===== src/hw/rtl/lfs_pkg.sv =====
// Shared types and constants for the Lambert fragment shading pipeline.
// No dependencies; used by lfs_isqrt, lfs_div and the top level.
`timescale 1ns / 1ps
package lfs_pkg;

  localparam int unsigned CFG_IDX_W = 3;
  localparam int unsigned CFG_DATA_W = 48;

  localparam logic [CFG_IDX_W-1:0] REG_LIGHT_DIR = 3'd0;
  localparam logic [CFG_IDX_W-1:0] REG_LIGHT_COLOR = 3'd1;
  localparam logic [CFG_IDX_W-1:0] REG_LIGHT_INTENSITY = 3'd2;
  localparam logic [CFG_IDX_W-1:0] REG_AMBIENT = 3'd3;
  localparam logic [CFG_IDX_W-1:0] REG_ALBEDO = 3'd4;

  localparam logic [47:0] LIGHT_DIR_RST = 48'd3221225472;
  localparam logic [47:0] LIGHT_COLOR_RST = 48'd17592454483968;
  localparam logic [15:0] LIGHT_INTENSITY_RST = 16'd4096;
  localparam logic [47:0] AMBIENT_RST = 48'd3517631890227;
  localparam logic [47:0] ALBEDO_RST = 48'd17592454483968;

  localparam int unsigned DOT_W = 34;
  localparam int unsigned ROOT_W = 32;
  localparam int unsigned RAD_W = 64;
  localparam int unsigned F_W = 15;
  localparam logic [F_W-1:0] F_ONE = 15'd16384;

  typedef struct packed {
    logic [7:0] red;
    logic [7:0] green;
    logic [7:0] blue;
    logic [7:0] alpha;
  } texel_t;

  typedef struct packed {
    logic signed [DOT_W-1:0] dot;
    texel_t tex;
  } sq_side_t;

endpackage


===== src/hw/rtl/lfs_isqrt.sv =====
// Pipelined integer square root, one result bit per register stage.
// Depends on lfs_pkg.
`timescale 1ns / 1ps
module lfs_isqrt (
  input  logic                            clk,
  input  logic                            rst,
  input  logic                            ce,
  input  logic                            in_valid,
  input  logic [lfs_pkg::RAD_W-1:0]       in_rad,
  input  lfs_pkg::sq_side_t               in_side,
  output logic                            out_valid,
  output logic [lfs_pkg::ROOT_W-1:0]      out_root,
  output lfs_pkg::sq_side_t               out_side
);
  import lfs_pkg::*;

  localparam int unsigned N = ROOT_W;
  localparam int unsigned REM_W = ROOT_W + 2;

  logic              vld  [0:N];
  logic [REM_W-1:0]  rem  [0:N];
  logic [ROOT_W-1:0] root [0:N];
  logic [RAD_W-1:0]  rad  [0:N];
  sq_side_t          side [0:N];

  assign vld[0] = in_valid;
  assign rem[0] = '0;
  assign root[0] = '0;
  assign rad[0] = in_rad;
  assign side[0] = in_side;

  for (genvar i = 1; i <= N; i++) begin : g_step
    logic [REM_W+1:0] trial_in;
    logic [REM_W+1:0] trial;
    logic [REM_W+1:0] diff;
    logic             ge;

    always_comb begin
      trial_in = {rem[i-1], rad[i-1][RAD_W-1 -: 2]};
      trial = {2'b00, root[i-1], 2'b01};
      ge = trial_in >= trial;
      diff = trial_in - trial;
    end

    always_ff @(posedge clk) begin
      if (rst) begin
        vld[i] <= 1'b0;
      end else if (ce) begin
        vld[i] <= vld[i-1];
      end
    end

    always_ff @(posedge clk) begin
      if (ce) begin
        rem[i] <= ge ? diff[REM_W-1:0] : trial_in[REM_W-1:0];
        root[i] <= {root[i-1][ROOT_W-2:0], ge};
        rad[i] <= {rad[i-1][RAD_W-3:0], 2'b00};
        side[i] <= side[i-1];
      end
    end
  end

  assign out_valid = vld[N];
  assign out_root = root[N];
  assign out_side = side[N];

endmodule


===== config.mk =====
export PLATFORM = sky130hd
export DESIGN_NAME = lfs_isqrt
export DESIGN_NICKNAME = d
export VERILOG_FILES = /design/src/hw/rtl/lfs_pkg.sv /design/src/hw/rtl/lfs_isqrt.sv
export SDC_FILE = /design/constraint.sdc
export NUM_CORES = 2
export LEC_CHECK = 0
export BUFFER_PORTS_ARGS = -buffer_cell sky130_fd_sc_hd__buf_4
export CORE_UTILIZATION = 55
export DETAILED_ROUTE_END_ITERATION = 8
export PLACE_DENSITY_LB_ADDON = 0.12
export REMOVE_ABC_BUFFERS = 1
export SLEW_MARGIN = 5
export SYNTH_ARGS = -nofsm -noshare
export SYNTH_HDL_FRONTEND = slang
export SYNTH_SLANG_ARGS = --single-unit

===== constraint.sdc =====
create_clock -name clk -period 6.4 [get_ports clk]
set_input_delay 0.32 -clock clk [delete_from_list [all_inputs] [get_ports clk]]
set_output_delay 0.32 -clock clk [all_outputs]
set_load 0.01 [all_outputs]

After elaboration in Yosys (flattened, before gate mapping)
Index checks and enable logic that the tools add are counted.

cells by class
  add/subtract/negate cells = 31
  $lt $le $gt $ge = 32
  mux-type cells = 31

operators with widths
  operator                                                        count
  34-bit two-way mux                                              30
  36-bit by 10-bit greater-or-equal comparator with 1-bit output  1
  36-bit by 11-bit greater-or-equal comparator with 1-bit output  1
  36-bit by 12-bit greater-or-equal comparator with 1-bit output  1
  36-bit by 13-bit greater-or-equal comparator with 1-bit output  1
  36-bit by 14-bit greater-or-equal comparator with 1-bit output  1
  36-bit by 15-bit greater-or-equal comparator with 1-bit output  1
  36-bit by 16-bit greater-or-equal comparator with 1-bit output  1
  36-bit by 17-bit greater-or-equal comparator with 1-bit output  1
  36-bit by 18-bit greater-or-equal comparator with 1-bit output  1
  36-bit by 19-bit greater-or-equal comparator with 1-bit output  1
  36-bit by 20-bit greater-or-equal comparator with 1-bit output  1
  36-bit by 21-bit greater-or-equal comparator with 1-bit output  1
  36-bit by 22-bit greater-or-equal comparator with 1-bit output  1
  36-bit by 23-bit greater-or-equal comparator with 1-bit output  1
  36-bit by 24-bit greater-or-equal comparator with 1-bit output  1
  36-bit by 25-bit greater-or-equal comparator with 1-bit output  1
  36-bit by 26-bit greater-or-equal comparator with 1-bit output  1
  36-bit by 27-bit greater-or-equal comparator with 1-bit output  1
  36-bit by 28-bit greater-or-equal comparator with 1-bit output  1
  36-bit by 29-bit greater-or-equal comparator with 1-bit output  1
  36-bit by 3-bit greater-or-equal comparator with 1-bit output   1
  36-bit by 30-bit greater-or-equal comparator with 1-bit output  1
  36-bit by 31-bit greater-or-equal comparator with 1-bit output  1
  other kinds (41)                                                41

storage, ports and cells
  bits in registers = 4,687
  input port bits = 134
  output and inout bits = 99
  logic and storage cells = 381

Logic depth before layout (Yosys ltp)
  word-level depth = 2
  depth in mapped cells = 15
  gate-level depth less buffers = 13

Worst setup path after synthesis
OpenSTA, ideal clock, no wires.

  path type = flip-flop to flip-flop
  from = reg rem (netlist bit g_step[9].trial_in[12])
  to = reg rem (netlist bit g_step[10].trial_in[29]) (data pin)
  library setup time = 0.266 ns
  arrival time = 3.752 ns
  required time = 6.134 ns
  slack = 2.382 ns
  stages on the path, launching flop included = 14
  buffers on the path = 3
  clock period less this slack = 4.018 ns
  path through = edfxtp_1 -> or4_4 -> or3_4 -> or4_1 -> buf_2 -> or4_1 -> or2_0 -> buf_2 -> a2111o_1 -> or2_4 -> o211ai_2 -> buf_6 -> nor3_1 -> xor2_1

on the way
  longest elaborated chain between the ends = 2
  elaborated cells between the ends (all ways) = 3
  those cells by class = add/sub: 1; order compare: 1; mux: 1

RTL lines
  element                                                                                                                           RTL line                          RTL
  start, declared                                                                                                                   lfs_isqrt.sv:21                   logic [REM_W-1:0] rem [0:N];
  start signal, assigned by index                                                                                                   lfs_isqrt.sv:55                   rem[i] <= ge ? diff[REM_W-1:0] : trial_in[REM_W-1:0];
  34-bit by 10-bit subtractor with 34-bit output or 36-bit by 10-bit greater-or-equal comparator with 1-bit output (tied branches)  lfs_isqrt.sv:42, lfs_isqrt.sv:41
  34-bit two-way mux (*)                                                                                                            lfs_isqrt.sv:55

Every way passes the cells marked *; elsewhere a longest branch is shown, timed or not.
A chain may end at the register's enable or synchronous reset.

Final worst setup path
  from = reg rem (netlist bit g_step[31].trial_in[2])
  to = reg rem (netlist bit g_step[32].trial_in[6]) (data pin)

on the way
  longest elaborated chain between the ends = 2
  elaborated cells between the ends (all ways) = 3
  those cells by class = add/sub: 1; order compare: 1; mux: 1

RTL lines
  element                                                                                                                           RTL line
  34-bit by 32-bit subtractor with 34-bit output or 36-bit by 32-bit greater-or-equal comparator with 1-bit output (tied branches)  lfs_isqrt.sv:42, lfs_isqrt.sv:41
  34-bit two-way mux (*)                                                                                                            lfs_isqrt.sv:55

Marked as above.

==> metrics <==
outcome=completed; worst-path maximum fanout=48; Final nets=12701; total of max-cap violations=0; clk slew on worst S/H paths=60 ps; slew at the pin closest to its max-slew limit=1220 ps; Final Util=62.4%; Setup TNS=0 ps; peak supply drop=0.263 mV; CP Data Arrival Time=5290 ps; Yosys Warn Count=0; antenna violations before repair=5; Synth area leaders=edfxtp_1 76%, ha_1 3.9%, xor2_1 2.1%; Power Density=363 nW/um^2; drt pass-1 iters=6; post-CTS resize count=0; Synth top area share=76.3%; critical path data required time=7110 ps; post-DP HPWL=219000 um; DIE WIDTH=578 um; Post-synth EDFFs=4635; crit path capture type=flip-flop; Vias/cell=5.42; Post-Syn Area per Cell=16.1 um^2; Die Ht=578 um; drt initial violations=6842; die area=334000 um^2; DR vias=90738; Setup crit start kind=flip-flop; Slew Limit Fails=0; final wirelength=326000 um; Starting Density=55.2%; routed len/inst=19.4 um; CTS buffer count=455; H-tree depth=5; number of routed nets with antenna violations=0; Post-CTS Setup Inserts=0; final hold slack=89.8 ps; Skew-Pair Late Insertion Delay=960 ps; RSZ-0062 raised after global routing=no; fraction of registers with async set/reset=0%; # setup viols final=0; CTS tree=done; number of top-level pins=233; dpl cell area=189000 um^2; residual DRC count=0; grt total ovfl=0; Synth Instances=11307; gpl congestion=0.889; clk buf depth=4; final instance area=206000 um^2; first-pass GRT wire length=507000 um; Max-slew headroom=16.2%; worst hold path class=in2reg; type of the worst setup path=reg2reg; FP Rows=211; sequential area share after synthesis=76.7%; Distinct cells, synth=87; Synth area leader=edfxtp_1; clock root cell=clkbuf_16; Max Freq=0.218 GHz; Clock Sinks=4667; Final Hold Fails=0; Netlist Area Pre-Place=182000 um^2; post-route clock skew=57.0 ps; count of state elements after synthesis=4667; Core Region=330000 um^2; share of layout cells above drive strength 1=9.18%; period utilization=71.6%; GRT Total Usage=19.3%; area grow syn2layout=13.0%; top_reg_cell synth=edfxtp_1; port bufs=232; largest net degree at the start of global routing=185; vias in the first global route=89967; leakage=0.0755 uW; minimum clock period=4580 ps
Yosys cell counts (170+ instances only):
master and number:
clkbuf_1 170, nor3_1 230, xnor2_1 409, a21oi_1 610, nand2_1 562, edfxtp_1 4635, inv_1 691, o21ai_0 443
a21o_1 248, ha_1 562, nor2_1 619, xor2_1 440
registers in the layout (all words and copies together), names as in the netlist:
register,cells
g_step.trial,496
g_step.trial_in,1065
out_root,32
out_side,66
out_valid,1
rad,930
side,2046
vld,31
report_power, final:
group	switching, uW	leakage, uW	total [uW]	internal [uW]
combinational	5710	0.0232	9760	4050
sequential	1680	0.0452	38900	37200
clock	11100	0.00714	26000	14900
worst paths after layout:
check | start | end | slack (ps) | cells after the start
setup reg to reg | g_step[31].trial_in[2] | g_step[32].trial_in[6] | 1820 | 12
hold / removal | in_rad[12] | rad[1998] | 90 | 2
setup / recovery | g_step[31].trial_in[2] | g_step[32].trial_in[6] | 1820 | 12
hold reg to reg | rad[1875] | rad[1813] | 370 | 0
final cells by class:
class	count	area (um^2)
flip-flops and latches	4667	140000
well taps	4366	5460
inverters	692	2600
diodes	5	12.5
multi-input cells	5687	38700
clock buffers	564	11900
fillers	23600	124000
clock inverters	272	2800
repair buffers	502	4580
repair_timing:
| item | 4_1_cts | 5_1_grt |
|---|---|---|
| hold buffers | 181 | 0 |
| endpoints found under the setup margin | 0 | 0 |
| hold endpoints to repair | 230 | 0 |
kinds of logic after synthesis:
logic type / share of synthesized area [%]
other cells: 0.00206
xor+xnor: 4.08
compound gates: 6.20
flops: 76.7
fa+ha+maj: 3.86
buf+inv: 2.11
simple gates: 6.26
mux: 0.794
worst max-delay path: stages (launching register included):
cell and delay [ps]:
edfxtp_1 390, ha_1 360, nor2b_1 160, o31a_1 280
o311ai_0 440, o211ai_1 340, a211oi_1 360, o21ai_0 250
a221oi_1 430, and2_2 760, buf_4 310, a211oi_1 70
a21o_1 160
metal layers:
metal | track usage (%) | up-vias | part of all wire [%]
li1 | - | 43977 | -
met1 | 27.3 | 44461 | 45
met2 | 32.0 | 1805 | 48
met3 | 2.61 | 493 | 4.0
met4 | 4.78 | 2 | 2.3
met5 | 0 | - | 0.0040
through the flow:
step / worst slack [ps] / instances / power (uW)
after floorplan: 945 / 11046 / 45500
after global placement: 1820 / 15733 / 48900
after detailed placement: 1880 / 15733 / 49100
after CTS: 1880 / 16750 / 75500
after global routing: 1570 / 16755 / 78000
final: 1820 / 16755 / 74700
placed cells by master, fill, tap and decap left out, drive strengths merged, types with 27 or more instances in the layout:
cell and count:
clkinv 200, buf 321, nor2 619, o31ai 53, xor2 440, o21bai 50
nand4 101, or3 83, o21a 100, o21ai 445, clkbuf 564, and3 45
dlygate4sd3 181, ha 562, xnor2 409, a21oi 610, edfxtp 4635, or4 67
nand3 113, mux2 90, or2 45, a21o 248, a211oi 42, nor3 230
nand3b 27, inv 701, dfxtp 32, nand2b 110, bufinv 41, mux2i 43
nand2 562, nor4 118, a31oi 46, o211ai 33, nor2b 87
Note: power is estimated with default switching activity, not from simulation.
