--- config.mk ---
export PLATFORM = sky130hd
export DESIGN_NAME = lfs_div
export DESIGN_NICKNAME = d
export VERILOG_FILES = /design/src/hw/rtl/lfs_pkg.sv /design/src/hw/rtl/lfs_div.sv
export SDC_FILE = /design/constraint.sdc
export NUM_CORES = 2
export LEC_CHECK = 0
export ABC_AREA = 1
export ABC_CLOCK_PERIOD_IN_PS = 2900
export BUFFER_PORTS_ARGS = -buffer_cell sky130_fd_sc_hd__buf_4
export CORE_ASPECT_RATIO = 1.1
export CORE_MARGIN = 8
export CORE_UTILIZATION = 64
export DETAILED_ROUTE_END_ITERATION = 6
export PLACE_DENSITY = 0.92
export SETUP_SLACK_MARGIN = 0.2
export SYNTH_ARGS = -nofsm -noshare
export SYNTH_HDL_FRONTEND = slang
export SYNTH_SLANG_ARGS = --single-unit
--- constraint.sdc ---
create_clock -name clk -period 2.9 [get_ports clk]
set_clock_uncertainty 0.2 [all_clocks]
set_input_delay 0.29 -clock clk [delete_from_list [all_inputs] [get_ports clk]]
set_output_delay 0.29 -clock clk [all_outputs]
set_load 0.02 [all_outputs]
--- src/hw/rtl/lfs_pkg.sv ---
// Shared types and constants for the Lambert fragment shading pipeline.
// No dependencies; used by lfs_isqrt, lfs_div and the top level.
`timescale 1ns / 1ps
package lfs_pkg;

  localparam int unsigned CFG_IDX_W = 3;
  localparam int unsigned CFG_DATA_W = 48;

  localparam logic [CFG_IDX_W-1:0] REG_LIGHT_DIR = 3'd0;
  localparam logic [CFG_IDX_W-1:0] REG_LIGHT_COLOR = 3'd1;
  localparam logic [CFG_IDX_W-1:0] REG_LIGHT_INTENSITY = 3'd2;
  localparam logic [CFG_IDX_W-1:0] REG_AMBIENT = 3'd3;
  localparam logic [CFG_IDX_W-1:0] REG_ALBEDO = 3'd4;

  localparam logic [47:0] LIGHT_DIR_RST = 48'd3221225472;
  localparam logic [47:0] LIGHT_COLOR_RST = 48'd17592454483968;
  localparam logic [15:0] LIGHT_INTENSITY_RST = 16'd4096;
  localparam logic [47:0] AMBIENT_RST = 48'd3517631890227;
  localparam logic [47:0] ALBEDO_RST = 48'd17592454483968;

  localparam int unsigned DOT_W = 34;
  localparam int unsigned ROOT_W = 32;
  localparam int unsigned RAD_W = 64;
  localparam int unsigned F_W = 15;
  localparam logic [F_W-1:0] F_ONE = 15'd16384;

  typedef struct packed {
    logic [7:0] red;
    logic [7:0] green;
    logic [7:0] blue;
    logic [7:0] alpha;
  } texel_t;

  typedef struct packed {
    logic signed [DOT_W-1:0] dot;
    texel_t tex;
  } sq_side_t;

endpackage

--- src/hw/rtl/lfs_div.sv ---
// Pipelined restoring divider for the diffuse factor, one quotient bit a stage,
// with zero and negative-dot detection and the cap at 1.0. Depends on lfs_pkg.
`timescale 1ns / 1ps
module lfs_div (
  input  logic                          clk,
  input  logic                          rst,
  input  logic                          ce,
  input  logic                          in_valid,
  input  logic signed [lfs_pkg::DOT_W-1:0] in_dot,
  input  logic [lfs_pkg::ROOT_W-1:0]    in_den,
  input  lfs_pkg::texel_t               in_tex,
  output logic                          out_valid,
  output logic [lfs_pkg::F_W-1:0]       out_f,
  output lfs_pkg::texel_t               out_tex
);
  import lfs_pkg::*;

  localparam int unsigned N = F_W;
  localparam int unsigned R_W = ROOT_W + 2;

  logic              vld  [0:N];
  logic              zero [0:N];
  logic [R_W-1:0]    r    [0:N];
  logic [ROOT_W-1:0] den  [0:N];
  logic [F_W-1:0]    q    [0:N];
  texel_t            tex  [0:N];

  assign vld[0] = in_valid;
  assign zero[0] = in_dot[DOT_W-1] || (in_dot == '0) || (in_den == '0);
  assign r[0] = {1'b0, in_dot[DOT_W-2:0]};
  assign den[0] = in_den;
  assign q[0] = '0;
  assign tex[0] = in_tex;

  for (genvar i = 1; i <= N; i++) begin : g_step
    logic [R_W-1:0] den_x;
    logic [R_W-1:0] diff;
    logic           ge;

    always_comb begin
      den_x = {2'b00, den[i-1]};
      ge = r[i-1] >= den_x;
      diff = r[i-1] - den_x;
    end

    always_ff @(posedge clk) begin
      if (rst) begin
        vld[i] <= 1'b0;
      end else if (ce) begin
        vld[i] <= vld[i-1];
      end
    end

    always_ff @(posedge clk) begin
      if (ce) begin
        r[i] <= ge ? {diff[R_W-2:0], 1'b0} : {r[i-1][R_W-2:0], 1'b0};
        q[i] <= {q[i-1][F_W-2:0], ge};
        den[i] <= den[i-1];
        zero[i] <= zero[i-1];
        tex[i] <= tex[i-1];
      end
    end
  end

  always_ff @(posedge clk) begin
    if (rst) begin
      out_valid <= 1'b0;
    end else if (ce) begin
      out_valid <= vld[N];
    end
  end

  always_ff @(posedge clk) begin
    if (ce) begin
      if (zero[N]) begin
        out_f <= '0;
      end else if (q[N] > F_ONE) begin
        out_f <= F_ONE;
      end else begin
        out_f <= q[N];
      end
      out_tex <= tex[N];
    end
  end

endmodule

==> results by group, run 1 <==
Placed design
  • Placer Congestion: 1.086
  • Buffers on Ports: 149
  • Post-DP HPWL: 242900 µm
  • Placed insts: about 14000

Floorplanning
  • DIE WIDTH: 383.0 µm
  • Die H: between 400 and 500 µm
  • Num rows: ~150
  • # IOs: 150
  • Initial Utilization: 0.6425

CTS
  • Root Driver: clkbuf_16
  • # H-tree levels: 4
  • Longest Clk Path Bufs: 3
  • Sink Count: about 1600
  • Total CTS buffers: 160

STA
  • Worst_ep kind: register input
  • Worst endpoint, post-GRT repair: r[334]$_DFFE_PP_/D

Synthesis
  • Top cell type's share of synthesized area: 0.4978
  • Async SR Flop Fraction: 0
  • Register area share after synthesis: 0.5012
  • Most common library cells after synthesis: nand2_1, inv_1, edfxtp_1
  • Synth Instances: 11590
  • Post-synth EDFFs: ~1600
  • Post-Syn Area: 94820 µm²
  • Yosys warns: 0
  • Most numerous cell in the Yosys netlist: nand2_1
  • Seq cells post-synth: 1588
  • Synth Area per Inst: 8.179 µm²
  • Mapped Nets: 12190
  • Ranking of synthesized cells by area: edfxtp_1, nand2_1, inv_1, ha_1, nand4_1
  • Distinct cells, synth: 49
  • Ys flop type: edfxtp_1
  • Post-synth top area cell: edfxtp_1

Outcome
  • Halt Stage: global routing (5_1_grt)
  • Log Error: [ERROR GRT-0232] Routing congestion too high. Check the congestion heatmap in the GUI.
  • Status: stopped before the end

GRT
  • Global route overflow: 84
  • Largest net degree at the start of global routing: 85
  • GRT Util Overall: 0.5208
per-stage QoR:
| step | hold slack (ps) | utilization | cell area [µm²] | setup WS, ps |
|---|---|---|---|---|
| 2_1_floorplan | 188.9 | - | 94820 | 694.0 |
| 3_5_place_dp | 204.5 | 0.6862 | 101300 | 39.93 |
| 4_1_cts | 0.1754 | 0.7395 | 109100 | 154.4 |
| 3_3_place_gp | 200.4 | 0.6862 | 101300 | 68.16 |
repair_timing:
action,in CTS
setup buffers,42
endpoints found under the setup margin,283
pin swaps,6
resized for setup,96
hold endpoints to repair,488
hold buffers,162
gates cloned,2
metal layers:
metal | track usage | overflow
met3 | 0.3045 | 5
met5 | 0.1714 | 0
met2 | 0.7389 | 42
met4 | 0.4138 | 37
met1 | 0.5499 | 0
kinds of logic after synthesis:
| logic type | synth area share |
|---|---|
| buffers and inverters | 0.1064 |
| AO/OA/AOI/OAI | 0.02045 |
| XOR/XNOR | 0.01930 |
| flip-flops | 0.5012 |
| AND/OR/NAND/NOR | 0.2865 |
| adder cells (fa/ha/maj) | 0.06616 |
==> run 2, diff against run 1 <==
--- a/config.mk
+++ b/config.mk
@@ -8,12 +8,10 @@
 export ABC_AREA = 1
 export ABC_CLOCK_PERIOD_IN_PS = 2900
 export BUFFER_PORTS_ARGS = -buffer_cell sky130_fd_sc_hd__buf_4
-export CORE_ASPECT_RATIO = 1.1
 export CORE_MARGIN = 8
-export CORE_UTILIZATION = 64
+export CORE_UTILIZATION = 40
 export DETAILED_ROUTE_END_ITERATION = 6
-export PLACE_DENSITY = 0.92
-export SETUP_SLACK_MARGIN = 0.2
+export PLACE_DENSITY_LB_ADDON = 0.15
 export SYNTH_ARGS = -nofsm -noshare
 export SYNTH_HDL_FRONTEND = slang
 export SYNTH_SLANG_ARGS = --single-unit
==> run 2 against run 1 <==
The flow now finishes without violations. Synthesized cell count stayed put. Area after synthesis stayed put.
==> results by group, run 2 <==
CTS
  • Sink Count: 1588 (unchanged)
  • Clock Pin Slew Worst Setup and Hold Paths: about 60 ps
  • CTS tree: yes
  • # H-tree levels: 4 (unchanged)
  • Root Driver: clkbuf_16
  • Clock Latency Late Sink: 890 ps
  • Total CTS buffers: 177 (+11%)
  • Longest Clk Path Bufs: 3 (unchanged)

GRT
  • Global route overflow: 0
  • GRT Util Overall: 0.2439
  • First-pass GRT wire length: 468800 µm
  • Initial antenna violation count: 8
  • Largest net degree at the start of global routing: 92
  • Number of global-route vias before repair: 74850

Synthesis
  • Adder-cell share of the synthesized area: 0.06616 (unchanged)
  • Synth Instances: 11590 (unchanged)
  • Multiplexer share of the synthesized area: 0 (unchanged)
  • Distinct cells, synth: 49 (unchanged)
  • Ranking of synthesized cells by area: edfxtp_1, nand2_1, inv_1, ha_1, nand4_1
  • Synth Area in Compound Gates: 0.02045 (unchanged)
  • Top cell type's share of synthesized area: 0.4978 (unchanged)
  • Seq cells post-synth: 1588 (unchanged)
  • Post-Syn Area: 94820 µm² (unchanged)
  • Post-synth top area cell: edfxtp_1
  • Main combinational cell family by area after synthesis: simple AND/OR/NAND/NOR gates
  • Register area share after synthesis: 0.5012 (unchanged)
  • Ys flop type: edfxtp_1
  • Most common library cells after synthesis: nand2_1, inv_1, edfxtp_1
  • Yosys warns: 0 (unchanged)
  • Xor/xnor share of the synthesized area: 0.01930 (unchanged)
  • Synth Area in Simple Gates: 0.2865 (unchanged)
  • Post-synth EDFFs: 1572 (unchanged)
  • Most numerous cell in the Yosys netlist: nand2_1
  • Mapped Nets: 12190 (unchanged)
  • Async SR Flop Fraction: 0 (unchanged)
  • Synth Area per Inst: 8.179 µm² (unchanged)

Critical path
  • Buf/Inv on CP: 2
  • Worst R2R End: r[189]
  • Data arrival, critical path: ~3200 ps
  • Slowest stage delay, CP: ~530 ps
  • Slowest-stage cell, CP: edfxtp_1
  • Reg2reg path depth: 11
  • WP data required: roughly 3300 ps
  • RR Startpoint: r[226]
  • R2r setup slk: 80 ps
  • Crit-path cells: ha_1 -> nand2_1 -> nor2_2 -> nand2_1 -> nor2_2 -> buf_12 -> nand4_4 -> nand3_4 -> buf_6 -> nand2_1 -> nand2_1
  • CP endpoint kind: flip-flop
  • CP Max Fanout: 15
  • Cell mode on critical path: nand2_1
  • Family with the most delay on the worst path: simple AND/OR/NAND/NOR gates
  • Critical Path Start Type: flip-flop
  • Critical path class: flip-flop to flip-flop

Worst hold path
  • Hold WC Path Type: primary input to flip-flop
  • Hold path depth: 2
  • Hold Path Sink: den[463]
  • HP Start: in_den[15]

Routing
  • Mean routed wirelength per cell: 19.93 µm
  • Via count: 76990
  • 1st-iter DRT viols: 6373
  • Via density: 4.888
  • DRC errors left: 0
  • Drt total wl: 313800 µm
  • Number of antenna-violating nets in the routed design: 0
  • First-pass DRT Iterations: 7

Floorplanning
  • Initial Utilization: 0.4028 (-0.2397)
  • Die Area: roughly 250000 µm²
  • Num rows: 178 (+20%)
  • DIE WIDTH: 502.9 µm (+31%)
  • Die H: 502.9 µm (+20%)
  • Core area: 235400 µm²
  • # IOs: 150 (unchanged)

Cells and area
  • Final net count: 13040
  • Filler cell count: around 23000
  • Biggest register: tex
  • Final Non-Filler Cells: between 15000 and 20000
  • Commonest non-fill, non-tap cell in the layout: nand2_1
  • Regs by FF count: tex (480), r (462), den (448)
  • Final core occ: 0.4734
  • P&R area growth vs syn: 17.52%
  • Share of cells above drive strength 1: 0.09812
  • Max FFs per register: 480
  • Commonest non-fill, non-tap cells in the layout: nand2_1, inv_1, edfxtp_1

STA
  • Max frequency: approximately 350 MHz
  • Final min period: ~2800 ps
  • Worst-Margin Slew: just under 800 ps
  • WHS: approximately 60 ps
  • # setup viols final: 0
  • Final period util: 0.9714
  • Slew margin rel.: 0.4851
  • Final hold vios: 0
  • Pins Over Slew Limit: 0

Placed design
  • Post-DP HPWL: 255900 µm (+5.3%)
  • Buffers on Ports: 149 (unchanged)
  • Placed insts: 15230 (+9.2%)
  • Placer Congestion: 0.9626 (-11%)

Run
  • Max cap viols: 0

Power and ir drop
  • Worst VDD drop: 522.5 µV
  • Static Leak: around 56 nW
  • PwrDens: 982.7 nW/µm²

Outcome
  • Status: finished clean
[run 2: cell counts after synthesis]
No cell type changed its count.
[run 2: worst max path at each step]
stage | startpoint | end | slack, ps | cells past startpoint
final | r[226] | r[189] | 80 | 11
after global routing | den[200] | r[185] | -10 | 15
after CTS | den[287] | r[255] | 3 | 9
after detailed placement | den[153] | r[121] | -60 | 10
after global placement | den[153] | r[128] | -110 | 10
after floorplan | r[73] | r[60] | 690 | 14
[run 2: final cells by class]
class / count / area, µm² / area share
diodes: 3 / 7.507 / 0.00006736
clock buffers: 207 / 4562 / 0.04094
clock inverters: 124 / 1383 / 0.01241
inverters: 2395 / 8990 / 0.08067
multi-input cells: 7439 / 37440 / 0.3359
flip-flops and latches: 1588 / 47530 / 0.4265
well taps: 3150 / 3941 / 0.03537
repair buffers: 844 / 7596 / 0.06816
[run 2: cells by family after synthesis]
family | Yosys count
DFF | 1588
AOI/OAI and AO/OA | 376
buffers and inverters | 2566
and+or+nand+nor | 6361
adders and majority gates | 493
xor gates and xnor gates | 209
[run 2: worst reg2reg max path, stage by stage (launching register included)]
cell      delay [ps]
edfxtp_1         530
ha_1             370
nand2_1           90
nor2_2           200
nand2_1          130
nor2_2           160
buf_12           120
nand4_4          180
nand3_4          160
buf_6            190
nand2_1           70
nand2_1          200
[run 2: per-layer routing]
metal | wire, µm | global-route usage | up-vias
li1 | - | - | 38420
met1 | 139700 | 0.3293 | 36010
met2 | 146500 | 0.4091 | 2131
met3 | 17040 | 0.03297 | 418
met4 | 10570 | 0.07477 | 4
met5 | 27 | 0 | -
[run 2: per-stage QoR]
stage                     setup WS (ps)  TNS, ps  instance area, µm²  power (W)
after global placement           -107.7   -660.2              103400    0.08642
after global routing             -11.07   -21.86              111400     0.1177
after CTS                         2.777        0              111000     0.1098
final                             83.02        0              111400     0.1095
after detailed placement         -55.72   -159.5              103400    0.08647
after floorplan                   694.0        0               94820    0.06646
[run 2: power by group]
group	internal [W]	leakage [nW]	switching [W]
Sequential	0.0316	15.5	0.00398
Clock	0.0127	2.85	0.00998
Combinational	0.0174	37.4	0.0338
Total	0.0617	55.7	0.0478
[run 2: timing repair]
| action | 4_1_cts | 5_1_grt |
|---|---|---|
| setup endpoints to repair | 23 | 143 |
| setup buffers | 0 | 28 |
| hold endpoints to repair | 491 | 0 |
| pin swaps | 0 | 4 |
| resized for setup | 7 | 48 |
| hold buffers | 163 | 0 |
Power figures use the tool's default switching activity.
